--- config.mk ---
export PLATFORM = sky130hd
export DESIGN_NAME = wave_table_sound_channel
export DESIGN_NICKNAME = d
export VERILOG_FILES = /design/src/design/wtsc_pkg.sv /design/src/design/wtsc_wave_ram.sv /design/src/design/wtsc_core.sv /design/src/design/wave_table_sound_channel.sv
export SDC_FILE = /design/constraint.sdc
export NUM_CORES = 1
export LEC_CHECK = 0
export ABC_AREA = 1
export BUFFER_PORTS_ARGS = -buffer_cell sky130_fd_sc_hd__clkbuf_2
export CAP_MARGIN = 5
export CELL_PAD_IN_SITES_DETAIL_PLACEMENT = 0
export CELL_PAD_IN_SITES_GLOBAL_PLACEMENT = 1
export CORE_MARGIN = 5
export CORE_UTILIZATION = 51
export CTS_BUF_LIST = sky130_fd_sc_hd__clkbuf_8
export CTS_CLUSTER_DIAMETER = 50
export CTS_CLUSTER_SIZE = 25
export DETAILED_ROUTE_END_ITERATION = 10
export PLACE_DENSITY_LB_ADDON = 0.2
export SLEW_MARGIN = 30
export SYNTH_ARGS = -nofsm -noshare
export SYNTH_HDL_FRONTEND = slang
export SYNTH_SLANG_ARGS = --single-unit
--- constraint.sdc ---
create_clock -name clk -period 4.6 [get_ports clk]
set_clock_uncertainty 0.05 [all_clocks]
set_input_delay 0.92 -clock clk [delete_from_list [all_inputs] [get_ports clk]]
set_output_delay 0.92 -clock clk [all_outputs]
set_load 0.03 [all_outputs]
--- src/design/wtsc_pkg.sv ---
// Shared types and constants for the wave-table sound channel.
// No dependencies; imported by the wave RAM, the core and the top level.
package wtsc_pkg;

	localparam int RAM_BYTES = 16;
	localparam int RAM_IDX_W = $clog2(RAM_BYTES);

	typedef enum logic [2:0] {
		CMD_CLOCKS    = 3'd0,
		CMD_REG_WR    = 3'd1,
		CMD_REG_RD    = 3'd2,
		CMD_RAM_WR    = 3'd3,
		CMD_RAM_RD    = 3'd4,
		CMD_LEN_CLK   = 3'd5,
		CMD_POWER_OFF = 3'd6,
		CMD_LEN_RST   = 3'd7
	} cmd_t;

	// register indexes
	localparam logic [3:0] REG_DAC = 4'd0;
	localparam logic [3:0] REG_LEN = 4'd1;
	localparam logic [3:0] REG_VOL = 4'd2;
	localparam logic [3:0] REG_FLO = 4'd3;
	localparam logic [3:0] REG_FHI = 4'd4;

	// open-bus read masks
	localparam logic [7:0] OPEN_DAC  = 8'h7F;
	localparam logic [7:0] OPEN_VOL  = 8'h9F;
	localparam logic [7:0] OPEN_FHI  = 8'hBF;
	localparam logic [7:0] OPEN_FULL = 8'hFF;

	localparam logic [12:0] PERIOD_RESET = 13'd4096;
	localparam logic [8:0]  LEN_FULL     = 9'd256;

	localparam logic [7:0] RAM_PRESET [RAM_BYTES] = '{
		8'h84, 8'h40, 8'h43, 8'hAA, 8'h2D, 8'h78, 8'h92, 8'h3C,
		8'h60, 8'h59, 8'h59, 8'hB0, 8'h34, 8'hB8, 8'h2E, 8'hDA
	};

	typedef struct packed {
		cmd_t        cmd;
		logic [3:0]  addr;
		logic [7:0]  wdata;
		logic [3:0]  clocks;
	} item_t;

	typedef struct packed {
		logic [7:0] rdata;
		logic [3:0] sample_out;
		logic       channel_on;
	} result_t;

	// wave RAM control from the channel core
	typedef struct packed {
		logic                 wr_en;
		logic [RAM_IDX_W-1:0] wr_idx;
		logic [7:0]           wr_data;
		logic                 corrupt;
	} ram_ctl_t;

endpackage

--- src/design/wtsc_wave_ram.sv ---
// Wave RAM: 16 bytes in flops, preset at reset, two read ports and the
// trigger corruption copy. Depends on wtsc_pkg.
module wtsc_wave_ram (
	input  logic                          clk,
	input  logic                          arst_n,
	input  wtsc_pkg::ram_ctl_t            ctl,
	input  logic [wtsc_pkg::RAM_IDX_W-1:0] acc_idx,
	input  logic [wtsc_pkg::RAM_IDX_W-1:0] fetch_idx,
	output logic [7:0]                    acc_byte,
	output logic [7:0]                    fetch_byte
);
	import wtsc_pkg::*;

	logic [7:0] ram_q [RAM_BYTES];

	assign acc_byte   = ram_q[acc_idx];
	assign fetch_byte = ram_q[fetch_idx];

	// fetch_idx doubles as the corruption source row
	always_ff @(posedge clk or negedge arst_n) begin
		if (!arst_n) begin
			for (int i = 0; i < RAM_BYTES; i++) ram_q[i] <= RAM_PRESET[i];
		end else if (ctl.wr_en) begin
			ram_q[ctl.wr_idx] <= ctl.wr_data;
		end else if (ctl.corrupt) begin
			if (fetch_idx < RAM_IDX_W'(4)) begin
				ram_q[0] <= fetch_byte;
			end else begin
				for (int k = 0; k < 4; k++)
					ram_q[k] <= ram_q[{fetch_idx[RAM_IDX_W-1:2], 2'(k)}];
			end
		end
	end

endmodule

--- src/design/wtsc_core.sv ---
// Channel core: state registers and the combinational next-state/result logic.
// Depends on wtsc_pkg and wtsc_wave_ram.
module wtsc_core (
	input  logic              clk,
	input  logic              arst_n,
	input  logic              fire,
	input  wtsc_pkg::item_t   item,
	input  logic              color_model,
	output wtsc_pkg::result_t res
);
	import wtsc_pkg::*;

	logic        dac_on_q, playing_q, length_on_q, ram_window_q;
	logic [3:0]  sample_hold_q, out_nibble_q;
	logic [4:0]  wave_pos_q;
	logic [1:0]  shift_sel_q;
	logic [10:0] period_code_q;
	logic [8:0]  length_left_q;
	logic [12:0] period_count_q;

	logic        dac_on_n, playing_n, length_on_n, ram_window_n;
	logic [3:0]  sample_hold_n, out_nibble_n;
	logic [4:0]  wave_pos_n;
	logic [1:0]  shift_sel_n;
	logic [10:0] period_code_n;
	logic [8:0]  length_left_n;
	logic [12:0] period_count_n;
	logic [7:0]  rdata_n;

	ram_ctl_t    ram_ctl;
	logic [4:0]  npos;
	logic [3:0]  acc_idx;
	logic [7:0]  acc_byte, fetch_byte;
	logic [3:0]  fetch_nib;
	logic        ram_ok;

	function automatic logic [3:0] shape(input logic [3:0] s, input logic [1:0] sh);
		logic [3:0] r;
		case (sh)
			2'd0:    r = 4'd0;
			2'd1:    r = s;
			2'd2:    r = s >> 1;
			default: r = s >> 2;
		endcase
		return r;
	endfunction

	function automatic logic [12:0] reload(input logic [10:0] code);
		logic [11:0] d;
		d = 12'd2048 - {1'b0, code};
		return {d, 1'b0};
	endfunction

	wtsc_wave_ram u_ram (
		.clk        (clk),
		.arst_n     (arst_n),
		.ctl        (ram_ctl),
		.acc_idx    (acc_idx),
		.fetch_idx  (npos[4:1]),
		.acc_byte   (acc_byte),
		.fetch_byte (fetch_byte)
	);

	assign npos      = wave_pos_q + 5'd1;
	assign fetch_nib = npos[0] ? fetch_byte[3:0] : fetch_byte[7:4];
	assign acc_idx   = playing_q ? wave_pos_q[4:1] : item.addr;
	assign ram_ok    = !playing_q || ram_window_q || color_model;

	always_comb begin
		dac_on_n       = dac_on_q;
		playing_n      = playing_q;
		length_on_n    = length_on_q;
		ram_window_n   = ram_window_q;
		sample_hold_n  = sample_hold_q;
		out_nibble_n   = out_nibble_q;
		wave_pos_n     = wave_pos_q;
		shift_sel_n    = shift_sel_q;
		period_code_n  = period_code_q;
		length_left_n  = length_left_q;
		period_count_n = period_count_q;
		rdata_n        = 8'd0;
		ram_ctl        = '0;

		case (item.cmd)
			CMD_CLOCKS: begin
				if (playing_q) begin
					if ({9'd0, item.clocks} >= period_count_q) begin
						period_count_n = reload(period_code_q);
						wave_pos_n     = npos;
						sample_hold_n  = fetch_nib;
						out_nibble_n   = shape(fetch_nib, shift_sel_q);
						ram_window_n   = 1'b1;
					end else begin
						period_count_n = period_count_q - {9'd0, item.clocks};
						ram_window_n   = 1'b0;
					end
				end
			end
			CMD_REG_WR: begin
				case (item.addr)
					REG_DAC: begin
						dac_on_n  = item.wdata[7];
						playing_n = playing_q & item.wdata[7];
					end
					REG_LEN: length_left_n = LEN_FULL - {1'b0, item.wdata};
					REG_VOL: begin
						shift_sel_n  = item.wdata[6:5];
						out_nibble_n = shape(sample_hold_q, item.wdata[6:5]);
					end
					REG_FLO: period_code_n = {period_code_q[10:8], item.wdata};
					REG_FHI: begin
						period_code_n = {item.wdata[2:0], period_code_q[7:0]};
						if (item.wdata[7]) begin
							// trigger during a fetch on the monochrome model
							ram_ctl.corrupt = fire && playing_q
								&& (period_count_q <= 13'd2) && !color_model;
							playing_n = dac_on_q;
							if (dac_on_q) out_nibble_n = shape(sample_hold_q, shift_sel_q);
							period_count_n = reload(period_code_n) + 13'd6;
							if (length_left_q == 9'd0) length_left_n = LEN_FULL;
							wave_pos_n = 5'd0;
						end
						length_on_n = item.wdata[6];
					end
					default: ;
				endcase
			end
			CMD_REG_RD: begin
				case (item.addr)
					REG_DAC: rdata_n = OPEN_DAC | {dac_on_q, 7'd0};
					REG_VOL: rdata_n = OPEN_VOL | {1'b0, shift_sel_q, 5'd0};
					REG_FHI: rdata_n = OPEN_FHI | {1'b0, length_on_q, 6'd0};
					default: rdata_n = OPEN_FULL;
				endcase
			end
			CMD_RAM_WR: begin
				// RAM writes only on a processed item
				ram_ctl.wr_en   = fire && ram_ok;
				ram_ctl.wr_idx  = acc_idx;
				ram_ctl.wr_data = item.wdata;
			end
			CMD_RAM_RD: rdata_n = ram_ok ? acc_byte : OPEN_FULL;
			CMD_LEN_CLK: begin
				if (length_on_q && length_left_q != 9'd0) begin
					length_left_n = length_left_q - 9'd1;
					if (length_left_q == 9'd1) begin
						playing_n    = 1'b0;
						out_nibble_n = 4'd0;
					end
				end
			end
			CMD_POWER_OFF: begin
				dac_on_n       = 1'b0;
				playing_n      = 1'b0;
				sample_hold_n  = 4'd0;
				wave_pos_n     = 5'd0;
				shift_sel_n    = 2'd0;
				period_code_n  = 11'd0;
				length_on_n    = 1'b0;
				out_nibble_n   = 4'd0;
				period_count_n = PERIOD_RESET;
			end
			CMD_LEN_RST: length_left_n = 9'd0;
			default: ;
		endcase

		res.rdata      = rdata_n;
		res.sample_out = playing_n ? out_nibble_n : 4'd0;
		res.channel_on = playing_n;
	end

	always_ff @(posedge clk or negedge arst_n) begin
		if (!arst_n) begin
			dac_on_q       <= 1'b0;
			playing_q      <= 1'b0;
			length_on_q    <= 1'b0;
			ram_window_q   <= 1'b0;
			sample_hold_q  <= 4'd0;
			out_nibble_q   <= 4'd0;
			wave_pos_q     <= 5'd0;
			shift_sel_q    <= 2'd0;
			period_code_q  <= 11'd0;
			length_left_q  <= 9'd0;
			period_count_q <= PERIOD_RESET;
		end else if (fire) begin
			dac_on_q       <= dac_on_n;
			playing_q      <= playing_n;
			length_on_q    <= length_on_n;
			ram_window_q   <= ram_window_n;
			sample_hold_q  <= sample_hold_n;
			out_nibble_q   <= out_nibble_n;
			wave_pos_q     <= wave_pos_n;
			shift_sel_q    <= shift_sel_n;
			period_code_q  <= period_code_n;
			length_left_q  <= length_left_n;
			period_count_q <= period_count_n;
		end
	end

endmodule

--- src/design/wave_table_sound_channel.sv ---
// Top level of the wave-table sound channel: input register, core, result
// register and stream handshake. Depends on wtsc_pkg and wtsc_core.
//
//  channel | dir | tdata (low bit up)                       | tuser
//  s_*     | in  | addr[3:0] wdata[11:4] clocks[15:12]      | cmd[2:0]
//  m_*     | out | rdata[7:0] sample_out[11:8] channel_on[12]| -
//  cfg_*   | in  | cfg_wdata = color_model, written on cfg_we | -
//
// One item per clock sustained while m_tready stays high. An accepted item waits in the input
// register while the core works it; its result is clocked into the result
// register once that register is free or being read, and shows from there.
// arst_n clears all control state and presets the wave RAM.
// A stalled result holds the result register; one more item may wait in the
// input register, after which s_tready drops until m_tready returns.
module wave_table_sound_channel (
	input  logic        clk,
	input  logic        arst_n,
	input  logic        s_tvalid,
	output logic        s_tready,
	input  logic [15:0] s_tdata,   // addr, wdata, clocks
	input  logic [2:0]  s_tuser,   // cmd
	output logic        m_tvalid,
	input  logic        m_tready,
	output logic [15:0] m_tdata,   // rdata, sample_out, channel_on, zero pad
	input  logic        cfg_we,
	input  logic        cfg_wdata
);
	import wtsc_pkg::*;

	logic    valid_s1;
	item_t   item_s1;
	logic    color_q;
	logic    adv;
	result_t res, res_q;
	logic    m_valid_q;

	// the core works on the held item when the result register can take it
	assign adv      = valid_s1 && (!m_valid_q || m_tready);
	assign s_tready = !valid_s1 || adv;

	always_ff @(posedge clk or negedge arst_n) begin
		if (!arst_n) begin
			valid_s1 <= 1'b0;
		end else if (s_tready) begin
			valid_s1 <= s_tvalid;
		end
	end

	always_ff @(posedge clk) begin
		if (s_tready && s_tvalid) begin
			item_s1.cmd    <= cmd_t'(s_tuser);
			item_s1.addr   <= s_tdata[3:0];
			item_s1.wdata  <= s_tdata[11:4];
			item_s1.clocks <= s_tdata[15:12];
		end
	end

	always_ff @(posedge clk or negedge arst_n) begin
		if (!arst_n) begin
			color_q <= 1'b0;
		end else if (cfg_we) begin
			color_q <= cfg_wdata;
		end
	end

	wtsc_core u_core (
		.clk         (clk),
		.arst_n      (arst_n),
		.fire        (adv),
		.item        (item_s1),
		.color_model (color_q),
		.res         (res)
	);

	always_ff @(posedge clk or negedge arst_n) begin
		if (!arst_n) begin
			m_valid_q <= 1'b0;
		end else if (adv) begin
			m_valid_q <= 1'b1;
		end else if (m_tready) begin
			m_valid_q <= 1'b0;
		end
	end

	always_ff @(posedge clk) begin
		if (adv) res_q <= res;
	end

	assign m_tvalid = m_valid_q;
	assign m_tdata  = {3'd0, res_q.channel_on, res_q.sample_out, res_q.rdata};

endmodule

==> out/results.ini, run 1 <==
[place]
dp_cells=2300
port_buffers=39
detailed_place_hpwl_mm=33.8
dpl-instance-area_mm2=0.0143
routabilityCongestion=0.963

[clocking]
tritoncts=built
cts-hold-fix-buffers=0
clock_insertion_delay_worst_skew_ns=0.62
ctsLongestPathBuffers=3
tritoncts.num_buffers=31
root_buffer=clkbuf_8
clock_sinks=215
cts.repair.resized=0
postCtsSetupRepairBufs=0
clk_pin_slew_worst_paths_ns=0.08
htree_num_levels=1

[yosys]
synthArstFlopShare_pct=85.1
yosys-top-cells-area=dfrtp_1 (23%), nand2_1 (15%), dfstp_2 (10%)
netlist-cell-type-count=48
yosys.area.top_type_share_pct=23.0
synth-seq-cells=215
synthesis.instances=1993
synth.yosys.seq_area_share_pct=40.3
ys.warnings.count=0
synth_edf_count=32
library_cell_with_the_largest_summed_area_after_synthesis=dfrtp_1
avgSynthCellArea_um2=6.99
synthesis.area_mm2=0.0139
synth_flop_cell=dfrtp_1

[power_and_ir_drop]
power_frac_comb_pct=32.1
power.switching_uw=2560
power.density_mw_per_mm2=422
p_leak_uw=0.00640
vdd.ir_drop.worst_v=0.000343
power_share_of_the_sequential_group_pct=38.8
p_int_uw=3780
report.power.total_uw=6340
clock_power_share_pct=29.0
power_switching_share_pct=40.4

[finish]
fill_cells=2669
nNetsFinal=2027
stdcell_count=2357
n_antenna_cell=0
layout_cell_area_excl_fill_mm2=0.0150
syn2layout_area_growth_pct=7.77
final_layout_size_suffix_gt1_share_pct=12.2

[timing]
post-route-min-period_ns=3.40
final_hold_viol_count=0
timing_max_transition_violations_final=0
setup_viol=0
clock.fmax_ghz=0.294
layout_worst_path_cycle_share_pct=73.9
timing.max_slew.rel_slack_pct=35.9
max_slew.worst_pin.slew_ns=0.962
grt_setup_unrepaired=no
final.setup.tns_ns=0

[global_route]
groute.usage.overall_pct=31.9
grt_start_max_net_pins=96
antenna_found_initial=0
first_pass_grt_wire_length_mm=76.8
vias_in_the_first_global_route=12900
globalRoute.totalOverflow=0

[floorplanning]
core_region_area_mm2=0.0270
die_w_um=175
die_h_um=175
start_util_pct=51.7
fp-row-count=60
design.portCount=43
floorplan.die_area_mm2=0.0307

[drt]
first_iter_violations=1959
route.vias.total=14200
drc_errors=0
routed_wirelength_mm=49.7
via_per_inst=6.03
firstDrtPassIters=6
post_detailed_route_count_of_antenna_violating_nets=0
routedWlPerCell_um=21.1

[critical_path]
timing_worst_setup_path_type=flip-flop to flip-flop
critPathArrivalTime_ns=3.82
cp.required_ns=5.01
path_max_fanout=93
timing.critical_path.to_type=flip-flop
worst_setup_path_start_kind=flip-flop

[worst_hold_path]
holdCritPathClass=input port to async pin

[outcome]
outcome=finished, final reports clean

[flow_run]
drv.max_cap_violation_count=0

==> state kept, by name, summed over array words and instances (netlist names), 2 cells and up <==
| signal | count |
|---|---|
| u_core.u_ram.ram_q | 128 |
| item_s1 | 19 |
| m_tdata | 13 |
| u_core.period_count_q | 13 |
| u_core.period_code_q | 11 |
| u_core.length_left_q | 9 |
| u_core.wave_pos_q | 5 |
| u_core.out_nibble_q | 4 |
| u_core.sample_hold_q | 4 |
| u_core.shift_sel_q | 2 |
==> worst max-delay path, cell delays in order (launching register included) <==
cell and delay [ns]:
dfrtp_1 0.52, ha_2 0.40, buf_4 0.69, o21ai_0 0.22, nand2_1 0.10, nand2_1 0.12, a21oi_1 0.19, nand3_1 0.24
nand2_1 0.21, nand2_1 0.07, nand2_1 0.07, nand2_1 0.05, nand2_1 0.10, nand2_1 0.06, nor2_1 0.08
==> layer usage <==
layer	GRT usage, %	routed length [µm]	vias to the layer above
met2	46.7	20900	867
met4	10.4	1910	0
li1	-	-	6604
met3	4.80	4970	139
met5	0	0	-
met1	48.3	22000	6607
==> worst paths after layout <==
path	startpoint	depth (start not counted)	endpoint	slack, ns
hold / removal	arst_n	1	u_core.wave_pos_q[3]	0.33
setup reg to reg	u_core.wave_pos_q[0]	14	m_tdata[10]	1.20
hold reg to reg	u_core.u_ram.ram_q[7]	2	u_core.u_ram.ram_q[7]	0.43
max in group asynchronous	arst_n	2	u_core.u_ram.ram_q[97]	3.14
setup / recovery	u_core.wave_pos_q[0]	14	m_tdata[10]	1.20
min in group clk	s_tdata[6]	1	item_s1[6]	0.42
==> cells by family after synthesis <==
| group | synth area share (%) |
|---|---|
| fa+ha+maj | 0.953 |
| compound gates | 20.7 |
| simple gates | 28.1 |
| xor+xnor | 0.755 |
| flops | 40.3 |
| buf+inv | 9.19 |
| other cells | 0.0269 |
==> cells in the mapped netlist, types with 38 or more instances <==
cell / count
inv_1: 185
nand2_1: 539
dfstp_2: 55
dfrtp_1: 128
nand3_1: 130
o21ai_0: 288
a21oi_1: 68
o22ai_1: 38
nor2_1: 190
o21ai_1: 52
clkbuf_1: 39
buf_2: 45
==> through the flow <==
| step | util, % | hold slack, ns | worst slack [ns] |
|---|---|---|---|
| final | 55.7 | 0.329 | 1.20 |
| after global routing | 55.7 | 0.375 | 0.923 |
| after CTS | 55.7 | 0.338 | 1.30 |
| after detailed placement | 52.9 | 0.416 | 1.31 |
| after global placement | 52.9 | 0.410 | 1.40 |
| after floorplan | - | 0.398 | 2.13 |
==> power by group through the flow <==
| stage | Combinational (µW) | Clock (µW) | Sequential (µW) |
|---|---|---|---|
| finish | 2040 | 1840 | 2460 |
| global route | 2280 | 1960 | 2490 |
| CTS | 2000 | 1880 | 2450 |
| detailed placement | 1990 | 0 | 2480 |
| global placement | 1970 | 0 | 2480 |
| floorplan | 1460 | 0 | 2440 |
==> final cells by class <==
cell class	instances	area (µm²)	share of cell area, %
Timing Repair Buffer	68	434	2.89
Tap cell	341	427	2.84
Clock inverter	25	309	2.06
Clock buffer	32	440	2.94
Sequential cell	215	5610	37.4
Inverter	196	736	4.90
Multi-Input combinational cell	1480	7050	47.0
==> cells in the final DEF, fill, tap and decap left out, types with 33 or more instances in the layout <==
master    netlist  final
a21oi_1        68     68
o21ai_1        52     52
nand2_1       539    538
dfrtp_1       128    128
clkbuf_2        0     38
nand3_1       130    130
nor2_1        190    190
inv_1         185    186
clkbuf_8        0     33
dfstp_2        55     55
o22ai_1        38     38
o21ai_0       288    287
(Power assumes the default switching activity.)
==> inputs of run 2 (changes only) <==
--- a/config.mk
+++ b/config.mk
@@ -5,13 +5,13 @@
 export SDC_FILE = /design/constraint.sdc
 export NUM_CORES = 1
 export LEC_CHECK = 0
-export ABC_AREA = 1
+export ABC_AREA = 0
 export BUFFER_PORTS_ARGS = -buffer_cell sky130_fd_sc_hd__clkbuf_2
 export CAP_MARGIN = 5
 export CELL_PAD_IN_SITES_DETAIL_PLACEMENT = 0
 export CELL_PAD_IN_SITES_GLOBAL_PLACEMENT = 1
 export CORE_MARGIN = 5
-export CORE_UTILIZATION = 51
+export CORE_UTILIZATION = 52
 export CTS_BUF_LIST = sky130_fd_sc_hd__clkbuf_8
 export CTS_CLUSTER_DIAMETER = 50
 export CTS_CLUSTER_SIZE = 25
==> constraint.sdc (replaced) <==
create_clock -name clk -period 3.49 [get_ports clk]
set_clock_uncertainty 0.05 [all_clocks]
set_input_delay 0.698 -clock clk [delete_from_list [all_inputs] [get_ports clk]]
set_output_delay 0.698 -clock clk [all_outputs]
set_load 0.03 [all_outputs]
==> out/results.ini, run 2 <==
[outcome]
outcome=finished, final reports clean

[timing]
max_slew.worst_pin.slew_ns=0.964  ; +0.00235 ns
post-route-min-period_ns=3.24  ; -0.157 ns
timing.max_slew.rel_slack_pct=35.5  ; -0.39 points
hold_ws_ns=0.221  ; -0.108 ns
clock.fmax_ghz=0.308  ; +4.9%
final.setup.tns_ns=0  ; unchanged
final_hold_viol_count=0  ; unchanged
setup_viol=0  ; unchanged
timing_max_transition_violations_final=0  ; unchanged
grt_setup_unrepaired=no
layout_worst_path_cycle_share_pct=92.9  ; +19 points
pnr_worst_setup_slack_ns=0.246  ; -0.953 ns

[place]
port_buffers=39  ; unchanged
preCtsSetupSlack_ns=0.212  ; -1.10 ns
detailed_place_hpwl_mm=31.5  ; -7.0%
routabilityCongestion=0.956  ; -0.81%

[critical_path]
path_max_fanout=6  ; -94%
cp.required_ns=3.90  ; -1.11 ns
ff_to_ff_start=u_core.period_count_q[6]
worst_setup_path_start_kind=flip-flop
critPathArrivalTime_ns=3.65  ; -0.17 ns
timing.critical_path.to_type=flip-flop
r2r_cells=8  ; -6
reg2reg_slack_ns=0.25  ; -0.95 ns
timing_worst_setup_path_type=flip-flop to flip-flop
crit_path_start=u_core.period_count_q[6]

[clocking]
tritoncts=built
root_buffer=clkbuf_8
htree_num_levels=1  ; unchanged
postCtsSetupRepairBufs=0  ; unchanged
ctsLongestPathBuffers=3  ; unchanged
tritoncts.num_buffers=30  ; -3.2%
clock_insertion_delay_worst_skew_ns=0.61  ; about the same
clock_sinks=215  ; unchanged
clk_pin_slew_worst_paths_ns=0.10  ; +0.02 ns

[worst_hold_path]
timing.hold.worst_path_depth=1
holdCritPathClass=input port to flip-flop
hold_path.startpoint=s_tdata[6]

[yosys]
yosys-top-cells-count=nand2_1 (151), dfrtp_1 (128), o21ai_0 (120), nor2_1 (115), mux2_2 (101)
netlist-cell-type-count=76  ; +58%
synth-seq-cells=215  ; unchanged
synthesis.instances=1333  ; -33%
synth_edf_count=32  ; unchanged
ys.warnings.count=0  ; unchanged
yosys.area.top_type_share_pct=23.8  ; +0.76 points
synth_flop_cell=dfrtp_1
avgSynthCellArea_um2=10.1  ; +45%
library_cell_with_the_largest_summed_area_after_synthesis=dfrtp_1
synthesis.area_mm2=0.0135  ; -3.2%
synthArstFlopShare_pct=85.1  ; unchanged
post-synth-top-count-cell=nand2_1
yosys-top-cells-area=dfrtp_1 (24%), dfstp_2 (11%), mux4_2 (10%)
synth.yosys.seq_area_share_pct=41.6  ; +1.3 points

[floorplanning]
start_util_pct=52.3  ; +0.65 points
die_h_um=171  ; -2.4%
floorplan.die_area_mm2=0.0292  ; -4.8%
fp-row-count=59  ; -1.7%
design.portCount=43  ; unchanged
die_w_um=171  ; -2.4%
core_region_area_mm2=0.0258  ; -4.4%

[power_and_ir_drop]
p_leak_uw=0.00594  ; -7.3%
power.density_mw_per_mm2=581  ; +38%
vdd.ir_drop.worst_v=0.000461  ; +34%

[finish]
top_regs=u_core.u_ram.ram_q x128, item_s1 x19
most_common_cell_after_layout_fill_and_taps_aside=nand2_1
n_antenna_cell=0  ; unchanged
nNetsFinal=1416  ; -30%
fill_cells=2207  ; -17%
post-route-util_pct=58.7  ; +3.1 points
syn2layout_area_growth_pct=12.3
max_flop_register=u_core.u_ram.ram_q
largest_register_ffs=128  ; unchanged
final_layout_size_suffix_gt1_share_pct=29.8  ; +18 points
layout_common_cells=nand2_1 (151), dfrtp_1 (128), o21ai_0 (119)

[global_route]
antenna_found_initial=0  ; unchanged
globalRoute.totalOverflow=0  ; unchanged
first_pass_grt_wire_length_mm=67.3  ; -12%
grt_start_max_net_pins=68  ; -29%
vias_in_the_first_global_route=11200  ; -13%
groute.usage.overall_pct=29.7  ; -2.2 points

[flow_run]
drv.max_cap_violation_count=0  ; unchanged

[drt]
drc_errors=0  ; unchanged
route.vias.total=11300  ; -21%
first_iter_violations=1214  ; -38%
post_detailed_route_count_of_antenna_violating_nets=0  ; unchanged
routedWlPerCell_um=24.9  ; +18%
firstDrtPassIters=5  ; -1
routed_wirelength_mm=43.3  ; -13%
via_per_inst=6.49  ; +7.7%

-- run 2: cell count changes after synthesis, sizes merged, moves of 92 or more --
| cell | previous run | this run |
|---|---|---|
| inv | 195 | 25 |
| nand3 | 130 | 24 |
| mux2 | 0 | 101 |
| nor2 | 207 | 115 |
| o21ai | 342 | 122 |
| nand2 | 562 | 151 |
-- run 2: timing repair --
item	in CTS	in global routing
endpoints found under the setup margin	0	1
resized for setup	0	1
hold buffers	1	0
endpoints found under the hold margin	26	0
-- run 2: metrics by stage --
step / std cells / instance area [µm²] / total power, µW
final: 1740 / 15100 / 8790
after global routing: 1740 / 15100 / 9280
after CTS: 1740 / 15100 / 8790
after detailed placement: 1683 / 14400 / 6400
after global placement: 1683 / 14400 / 6350
after floorplan: 1335 / 13500 / 5440
-- run 2: area by class of cell --
type | instances | area [µm²] | area share, %
well taps | 335 | 419 | 2.77
multi-input cells | 1001 | 7450 | 49.3
flip-flops and latches | 215 | 5610 | 37.1
inverters | 25 | 93.8 | 0.620
clock buffers | 32 | 440 | 2.91
clock inverters | 24 | 319 | 2.11
repair buffers | 108 | 797 | 5.27
-- run 2: cells by family (layout without fill, tap and decap cells) --
group / Yosys count / count (layout) / synth area share, %
AO/OA/AOI/OAI: 353 / 353 / 16.4
XOR/XNOR: 41 / 41 / 2.72
adder cells (fa/ha/maj): 10 / 10 / 0.984
buffers and inverters: 119 / 189 / 3.64
flip-flops: 215 / 215 / 41.6
multiplexers: 193 / 193 / 20.8
other: 1 / 3 / 0.0278
AND/OR/NAND/NOR: 401 / 401 / 13.7
-- run 2: final timing paths --
check | to
setup / recovery | m_tdata[9]
hold / removal | item_s1[6]
setup reg to reg | m_tdata[9]
hold reg to reg | m_tvalid
max in group asynchronous | u_core.u_ram.ram_q[86]
min in group asynchronous | u_core.period_count_q[3]
-- run 2: layer usage --
metal  track usage (%)  part of all wire [%]  up-vias
met5                 0                     0        -
met4              11.4                   4.4        0
met3              4.48                   7.2      119
met2              47.6                    47      566
met1              41.1                    42     5597
li1                  -                     -     5018
-- run 2: power by group --
part | internal (µW) | leakage, µW | switching, µW
Sequential | 2910 | 0.00258 | 362
Clock | 1030 | 0.000378 | 1350
Combinational | 1370 | 0.00298 | 1770
-- run 2: critical path, stage by stage, from the launching register on --
cell	delay, ns
dfrtp_1	0.44
or4_4	0.54
or3_1	0.36
or3_4	0.38
or2_1	0.30
or3_1	0.42
a221oi_1	0.37
o21bai_1	0.11
a21oi_1	0.15
